--- src/u2a_pkg.sv ---
// ----------------------------------------------------------------------------
// u2a_pkg
// Shared types, constants and helpers for the unsigned-to-ASCII digit
// converter: payload structs, sequencer states, digit glyph table.
// ----------------------------------------------------------------------------
package u2a_pkg;

   localparam int VALUE_BITS_DEF = 32;
   localparam int IN_VALUE_W     = 32;
   localparam int CHAR_W         = 7;
   localparam int DIGIT_W        = 4;
   // double-dabble bits consumed per cycle by the shared unit
   localparam int BITS_PER_STEP  = 2;

   localparam logic OP_DEC = 1'b0;
   localparam logic OP_HEX = 1'b1;

   localparam logic [CHAR_W-1:0] GLYPH_TABLE [16] = '{
      7'h30, 7'h31, 7'h32, 7'h33, 7'h34, 7'h35, 7'h36, 7'h37,
      7'h38, 7'h39, 7'h41, 7'h42, 7'h43, 7'h44, 7'h45, 7'h46
   };

   typedef struct packed {
      logic                  operation;
      logic [IN_VALUE_W-1:0] value;
   } req_type;

   typedef struct packed {
      logic [CHAR_W-1:0] digit_char;
      logic              last_digit;
   } rsp_type;

   typedef struct packed {
      logic load;
      logic step;
      logic hex;
   } unit_cmd_type;

   typedef enum logic [1:0] {
      ST_IDLE,
      ST_CONV,
      ST_FIND,
      ST_EMIT
   } state_type;

   // decimal digits of 2**vb - 1 (1233/4096 ~ log10(2)); covers hex too
   function automatic int max_digits(input int vb);
      return ((vb * 1233) >> 12) + 1;
   endfunction

   function automatic int shift_width(input int vb);
      return ((vb + BITS_PER_STEP - 1) / BITS_PER_STEP) * BITS_PER_STEP;
   endfunction

   function automatic logic [CHAR_W-1:0] glyph(input logic [DIGIT_W-1:0] d);
      return GLYPH_TABLE[d];
   endfunction

endpackage

--- src/u2a_bcd_unit.sv ---
// ----------------------------------------------------------------------------
// u2a_bcd_unit
// Shared shift/add-3 unit: loads the value, then converts binary to BCD a
// few bits per step. In hex mode the nibbles are loaded as digits directly.
// ----------------------------------------------------------------------------
module u2a_bcd_unit #(
   parameter int VALUE_BITS = u2a_pkg::VALUE_BITS_DEF
) (
   input  logic                                  clock,
   input  u2a_pkg::unit_cmd_type                 cmd,
   input  logic [u2a_pkg::IN_VALUE_W-1:0]        req_value,
   output logic [u2a_pkg::max_digits(VALUE_BITS)*u2a_pkg::DIGIT_W-1:0] digits
);
   import u2a_pkg::*;

   localparam int MAX_DIGITS = max_digits(VALUE_BITS);
   localparam int BCD_W      = MAX_DIGITS * DIGIT_W;
   localparam int SHIFT_W    = shift_width(VALUE_BITS);

   logic [VALUE_BITS-1:0] masked;
   logic [SHIFT_W-1:0]    bin_ff, bin_in;
   logic [BCD_W-1:0]      bcd_ff, bcd_in;

   generate
      if (VALUE_BITS <= IN_VALUE_W) begin : g_trunc
         assign masked = req_value[VALUE_BITS-1:0];
      end else begin : g_ext
         assign masked = {{(VALUE_BITS-IN_VALUE_W){1'b0}}, req_value};
      end
   endgenerate

   always_comb begin
      logic [SHIFT_W-1:0] b;
      logic [BCD_W-1:0]   d;
      b = bin_ff;
      d = bcd_ff;
      if (cmd.load) begin
         b = SHIFT_W'(masked);
         d = (cmd.hex == OP_HEX) ? BCD_W'(masked) : '0;
      end else if (cmd.step) begin
         for (int j = 0; j < BITS_PER_STEP; j++) begin
            for (int i = 0; i < MAX_DIGITS; i++) begin
               if (d[i*DIGIT_W +: DIGIT_W] >= DIGIT_W'(5))
                  d[i*DIGIT_W +: DIGIT_W] = d[i*DIGIT_W +: DIGIT_W] + DIGIT_W'(3);
            end
            d = {d[BCD_W-2:0], b[SHIFT_W-1]};
            b = {b[SHIFT_W-2:0], 1'b0};
         end
      end
      bin_in = b;
      bcd_in = d;
   end

   always_ff @(posedge clock) begin
      bin_ff <= bin_in;
      bcd_ff <= bcd_in;
   end

   assign digits = bcd_ff;

endmodule

--- src/u2a_ctrl.sv ---
// ----------------------------------------------------------------------------
// u2a_ctrl
// Sequencer: runs the conversion steps (decimal only), finds the leading digit, then emits
// one character per cycle, most significant first.
// ----------------------------------------------------------------------------
module u2a_ctrl #(
   parameter int VALUE_BITS = u2a_pkg::VALUE_BITS_DEF
) (
   input  logic                                  clock,
   input  logic                                  reset,
   input  logic                                  start,
   input  logic                                  req_op,
   output logic                                  busy,
   input  logic [u2a_pkg::max_digits(VALUE_BITS)*u2a_pkg::DIGIT_W-1:0] digits,
   output u2a_pkg::unit_cmd_type                 cmd,
   output logic                                  rsp_strobe,
   output u2a_pkg::rsp_type                      rsp_data
);
   import u2a_pkg::*;

   localparam int MAX_DIGITS = max_digits(VALUE_BITS);
   localparam int STEPS      = shift_width(VALUE_BITS) / BITS_PER_STEP;
   localparam int CNT_W      = (STEPS > 1) ? $clog2(STEPS) : 1;
   localparam int IDX_W      = $clog2(MAX_DIGITS);

   state_type        state_ff, state_in;
   logic [CNT_W-1:0] cnt_ff, cnt_in;
   logic [IDX_W-1:0] idx_ff, idx_in;
   logic [IDX_W-1:0] msd;
   logic [DIGIT_W-1:0] cur_digit;

   // highest nonzero digit; zero value leaves index 0
   always_comb begin
      msd = '0;
      for (int i = 0; i < MAX_DIGITS; i++) begin
         if (digits[i*DIGIT_W +: DIGIT_W] != '0)
            msd = IDX_W'(i);
      end
   end

   assign cur_digit = digits[idx_ff*DIGIT_W +: DIGIT_W];

   always_ff @(posedge clock) begin
      if (reset) begin
         state_ff <= ST_IDLE;
         cnt_ff   <= '0;
         idx_ff   <= '0;
      end else begin
         state_ff <= state_in;
         cnt_ff   <= cnt_in;
         idx_ff   <= idx_in;
      end
   end

   always_comb begin
      state_in            = state_ff;
      cnt_in              = cnt_ff;
      idx_in              = idx_ff;
      busy                = 1'b1;
      cmd                 = '0;
      cmd.hex             = req_op;
      rsp_strobe          = 1'b0;
      rsp_data.digit_char = glyph(cur_digit);
      rsp_data.last_digit = (idx_ff == '0);
      case (state_ff)
         ST_IDLE: begin
            busy = 1'b0;
            if (start) begin
               cmd.load = 1'b1;
               cnt_in   = '0;
               state_in = (req_op == OP_HEX) ? ST_FIND : ST_CONV;
            end
         end
         ST_CONV: begin
            cmd.step = 1'b1;
            cnt_in   = cnt_ff + CNT_W'(1);
            if (cnt_ff == CNT_W'(STEPS - 1))
               state_in = ST_FIND;
         end
         ST_FIND: begin
            idx_in   = msd;
            state_in = ST_EMIT;
         end
         ST_EMIT: begin
            rsp_strobe = 1'b1;
            if (idx_ff == '0)
               state_in = ST_IDLE;
            else
               idx_in = idx_ff - IDX_W'(1);
         end
         default: begin
            state_in = ST_IDLE;
         end
      endcase
   end

   a_strobe_busy: assert property (@(posedge clock) disable iff (reset)
      rsp_strobe |-> busy)
      else $error("result strobe while idle");

   a_accept_busy: assert property (@(posedge clock) disable iff (reset)
      start && !busy |=> busy)
      else $error("accepted item did not make block busy");

   a_run_gapless: assert property (@(posedge clock) disable iff (reset)
      rsp_strobe && !rsp_data.last_digit |=> rsp_strobe)
      else $error("gap inside a digit run");

   a_last_ends: assert property (@(posedge clock) disable iff (reset)
      rsp_strobe && rsp_data.last_digit |=> !rsp_strobe && !busy)
      else $error("run continued past last digit");

endmodule

--- src/unsigned_to_ascii_digits_top.sv ---
// Decimal items pass load, the double-dabble steps and the leading-digit search
//   before the first character; hex items skip the steps. Then one character per
//   cycle, with no gaps. A new item is taken only after the last character (busy);
//   the shared double-dabble unit takes 2 bits per cycle while converting.
// Results carry a one-cycle strobe and cannot be stalled by the receiver.
// Synchronous active-high reset returns the sequencer to idle; no other state.
// ----------------------------------------------------------------------------
// unsigned_to_ascii_digits_top
// Converts an unsigned value to ASCII decimal or upper-case hex characters,
// most significant first, no leading zeros.
// ----------------------------------------------------------------------------
module unsigned_to_ascii_digits_top #(
   parameter int VALUE_BITS = u2a_pkg::VALUE_BITS_DEF
) (
   input  logic              clock,
   input  logic              reset,
   input  logic              start,
   output logic              busy,
   input  u2a_pkg::req_type  req_data,
   output logic              rsp_strobe,
   output u2a_pkg::rsp_type  rsp_data
);
   import u2a_pkg::*;

   localparam int BCD_W = max_digits(VALUE_BITS) * DIGIT_W;

   unit_cmd_type     cmd;
   logic [BCD_W-1:0] digits;

   u2a_ctrl #(
      .VALUE_BITS (VALUE_BITS)
   ) u_ctrl (
      .clock      (clock),
      .reset      (reset),
      .start      (start),
      .req_op     (req_data.operation),
      .busy       (busy),
      .digits     (digits),
      .cmd        (cmd),
      .rsp_strobe (rsp_strobe),
      .rsp_data   (rsp_data)
   );

   u2a_bcd_unit #(
      .VALUE_BITS (VALUE_BITS)
   ) u_unit (
      .clock     (clock),
      .cmd       (cmd),
      .req_value (req_data.value),
      .digits    (digits)
   );

endmodule

--- config.mk ---
export PLATFORM = sky130hd
export DESIGN_NAME = unsigned_to_ascii_digits_top
export DESIGN_NICKNAME = d
export VERILOG_FILES = /design/src/u2a_pkg.sv /design/src/u2a_bcd_unit.sv /design/src/u2a_ctrl.sv /design/src/unsigned_to_ascii_digits_top.sv
export SDC_FILE = /design/constraint.sdc
export NUM_CORES = 1
export LEC_CHECK = 0
export BUFFER_PORTS_ARGS = -buffer_cell sky130_fd_sc_hd__buf_4
export CAP_MARGIN = 20
export CORE_MARGIN = 1
export CORE_UTILIZATION = 56
export CTS_CLUSTER_SIZE = 14
export DETAILED_ROUTE_END_ITERATION = 8
export PLACE_DENSITY = 0.78
export RECOVER_POWER = 100
export SLEW_MARGIN = 15
export SYNTH_ARGS = -nofsm -noshare
export SYNTH_HDL_FRONTEND = slang
export SYNTH_HIERARCHICAL = 1
export SYNTH_SLANG_ARGS = --single-unit
--- constraint.sdc ---
create_clock -name clock -period 2.7 [get_ports clock]
set_input_delay 0.675 -clock clock [delete_from_list [all_inputs] [get_ports clock]]
set_output_delay 0.675 -clock clock [all_outputs]
set_load 0.02 [all_outputs]
==> impl_metrics.py <==
metrics = {
    "status": {
        "status": "complete, but fails checks",
        "violations": "setup timing",
    },
    "routing": {
        "dr.pass1.iters": 5,
        "wl_um": 14300,
        "wl_per_cell_um": 17.4,
        "drt-initial-drc-count": 457,
        "num_vias": 5110,
        "viasPerCell": 6.23,
        "ant_nets": 0,
        "drc_errors": 0,
    },
    "critical_path": {
        "critPathSlowestCell": "mux4_2",
        "crit_type": "reg2out",
        "path_cells": "mux4_2 -> a222oi_1 -> o22ai_2 -> inv_2 -> ha_4 -> nand3b_1 -> o2111ai_1 -> mux2_4 -> buf_6",
        "crit_required_ns": 2.03,
        "crit_path_end_kind": "output pin",
        "critPathLaunchType": "flop",
        "slowest_delay_ns": 0.48,
        "critPathTopFamily": "compound AO/OA/AOI/OAI gates",
        "crit_fanout": 3,
        "critPathBufInv": 2,
        "cp.arrival_ns": 2.81,
    },
    "clock_network": {
        "clkLatencyLatePin_ns": 0.38,
        "numCtsBuffers": 9,
        "clockBufferDepth": 2,
        "clk_pin_slew_ns": 0.09,
        "ctsRootBufferMaster": "clkbuf_8",
        "cts.sinks": 82,
        "ctsHtreeMaxLevel": 3,
        "cts_tree": "done",
    },
    "finish": {
        "final_cell_mix": "76 x buf_4, 72 x edfxtp_1, 48 x nand3_1",
        "layout-drive-gt1-share_pct": 26.8,
        "stdcell_count": 820,
        "fin_nets": 742,
        "n_antenna_cell": 0,
        "layout_commonest_cell": "buf_4",
        "area_growth_pct": 14.8,
    },
    "placed_design": {
        "numPlacedInstances": 803,
        "port_buffers": 45,
        "place_congestion": 0.836,
        "dp_hpwl_um": 10700,
    },
    "yosys": {
        "syn_area_um2": 6220,
        "ys_seq_area_share_pct": 38.0,
        "yosys_warnings": 6,
        "netlist_instances": 597,
        "ys.flop_type": "edfxtp_1",
        "synth_edf_count": 72,
        "synthDistinctLibCells": 69,
        "avgSynthCellArea_um2": 10.4,
        "syn_nets": 664,
        "synthArstFlopShare_pct": 0,
        "synth_seq_cells": 82,
    },
    "global_route": {
        "grt.total_usage_pct": 26.4,
        "grt_max_degree": 74,
        "antenna_found_initial": 0,
        "grt_first_pass_wirelength_um": 23400,
        "grt_overflow_total": 0,
        "grt_pass1_vias": 4813,
    },
    "job": {
        "drv_cap": 0,
    },
    "hold_path": {
        "timing.hold.worst.class": "reg2reg",
    },
    "floorplanning": {
        "core_area_um2": 10800,
        "initial_core_util_pct": 57.3,
        "rows": 38,
        "die_area_um2": 11500,
        "boundaryPins": 46,
        "dieWidth_um": 107,
        "die_h_um": 107,
    },
    "timing": {
        "setup_viol": 7,
        "worst_slack_ns": -0.785,
        "fmax_mhz": 287,
        "finalCriticalPeriod_ns": 3.48,
        "drv_slew": 0,
        "hold_viol": 0,
        "period_share_pct": 129,
        "tightest_slew_ns": 1.20,
        "clock_skew_ns": 0.00621,
        "grt_setup_unrepaired": "true",
        "slew_headroom_pct": 20.1,
    },
}
==> per-layer routing <==
layer	vias up	global-route usage, %	wire length [um]
met1	2414	35.0	6410
met4	0	12.7	404
met3	32	3.87	803
li1	2465	-	-
met2	199	42.6	6690
met5	-	0	0
==> worst paths after layout <==
check        depth (start not counted)                               to  slack [ns]                     startpoint
min                                  2    u_ctrl/cnt_ff[1]$_SDFFE_PP0P_        0.54  u_ctrl/cnt_ff[1]$_SDFFE_PP0P_
max reg2reg                         11  u_unit/digits[34]$_SDFFCE_PP0P_        0.07    u_unit/digits[28]$_DFFE_PP_
min reg2reg                          2    u_ctrl/cnt_ff[1]$_SDFFE_PP0P_        0.54  u_ctrl/cnt_ff[1]$_SDFFE_PP0P_
max                                  9                      rsp_data[2]       -0.78    u_unit/digits[25]$_DFFE_PP_
==> worst reg2reg max path: stages, from the launching register on <==
cell	delay, ns
edfxtp_1	0.40
clkbuf_1	0.19
inv_1	0.13
ha_1	0.20
nand2b_1	0.10
nor3b_1	0.16
a21oi_1	0.33
ha_1	0.32
inv_1	0.10
a211oi_1	0.18
o211ai_1	0.10
and4_1	0.19
==> what timing repair did <==
action,in CTS,in global routing
hold buffers,0,0
setup endpoints to repair,7,8
pin swaps,3,3
setup buffers,0,1
resized for setup,10,5
==> kinds of logic (layout without fill, tap and decap cells) <==
group / Yosys count / after routing / share of synthesized area [%]
AOI/OAI and AO/OA: 142 / 142 / 16.8
buffers and inverters: 63 / 146 / 4.97
adders and majority gates: 31 / 31 / 6.24
xor gates and xnor gates: 18 / 18 / 2.54
DFF: 82 / 82 / 38.0
muxes: 78 / 78 / 14.6
and+or+nand+nor: 183 / 183 / 16.8
==> flip-flops by register name (all words and copies together) (netlist names) <==
| name | count |
|---|---|
| u_unit/digits | 40 |
| u_unit/bin_ff | 32 |
| u_ctrl/cnt_ff | 4 |
| u_ctrl/state_ff | 2 |
| u_ctrl/idx_ff | 4 |
==> Yosys cell counts (9+ instances only) <==
master | n | area share, %
nand2_1 | 22 | 1.3
nand2b_1 | 14 | 1.4
a21oi_2 | 9 | 1.3
inv_1 | 38 | 2.3
nand3_1 | 48 | 3.9
nor3b_1 | 12 | 1.4
mux2_2 | 42 | 7.6
mux2i_1 | 26 | 4.2
ha_1 | 31 | 6.2
a21oi_1 | 29 | 2.3
edfxtp_1 | 72 | 35
o21ai_0 | 12 | 0.97
xnor2_1 | 18 | 2.5
dfxtp_1 | 10 | 3.2
clkbuf_1 | 13 | 0.79
or4_1 | 13 | 1.6
nor2_1 | 24 | 1.4
o211ai_1 | 11 | 1.3
==> layout make-up <==
| cell class | instances | area [um^2] |
|---|---|---|
| fill | 851 | 3700 |
| multi-input combinational | 452 | 3580 |
| sequential | 82 | 2360 |
| timing repair buffer | 92 | 709 |
| tap | 140 | 175 |
| inverter | 38 | 143 |
| clock buffer | 9 | 124 |
| clock inverter | 7 | 45.0 |
==> stage by stage <==
step                instance area, um^2  hold slack, ns  worst slack [ns]  util (%)  TNS [ns]
floorplan                          6220           0.472           -0.0705         -   -0.0705
global placement                   6960           0.488            -0.244      64.2    -0.310
detailed placement                 6960           0.521            -0.374      64.2    -0.664
CTS                                7170           0.521            -0.779      66.2     -3.55
global route                       7140           0.538            -0.910      65.8     -8.43
finish                             7140           0.537            -0.785      65.8     -3.68
Power is left out: the tool's default activity adds up to more than one toggle a clock period on the data nets, which glitch-free logic cannot reach.
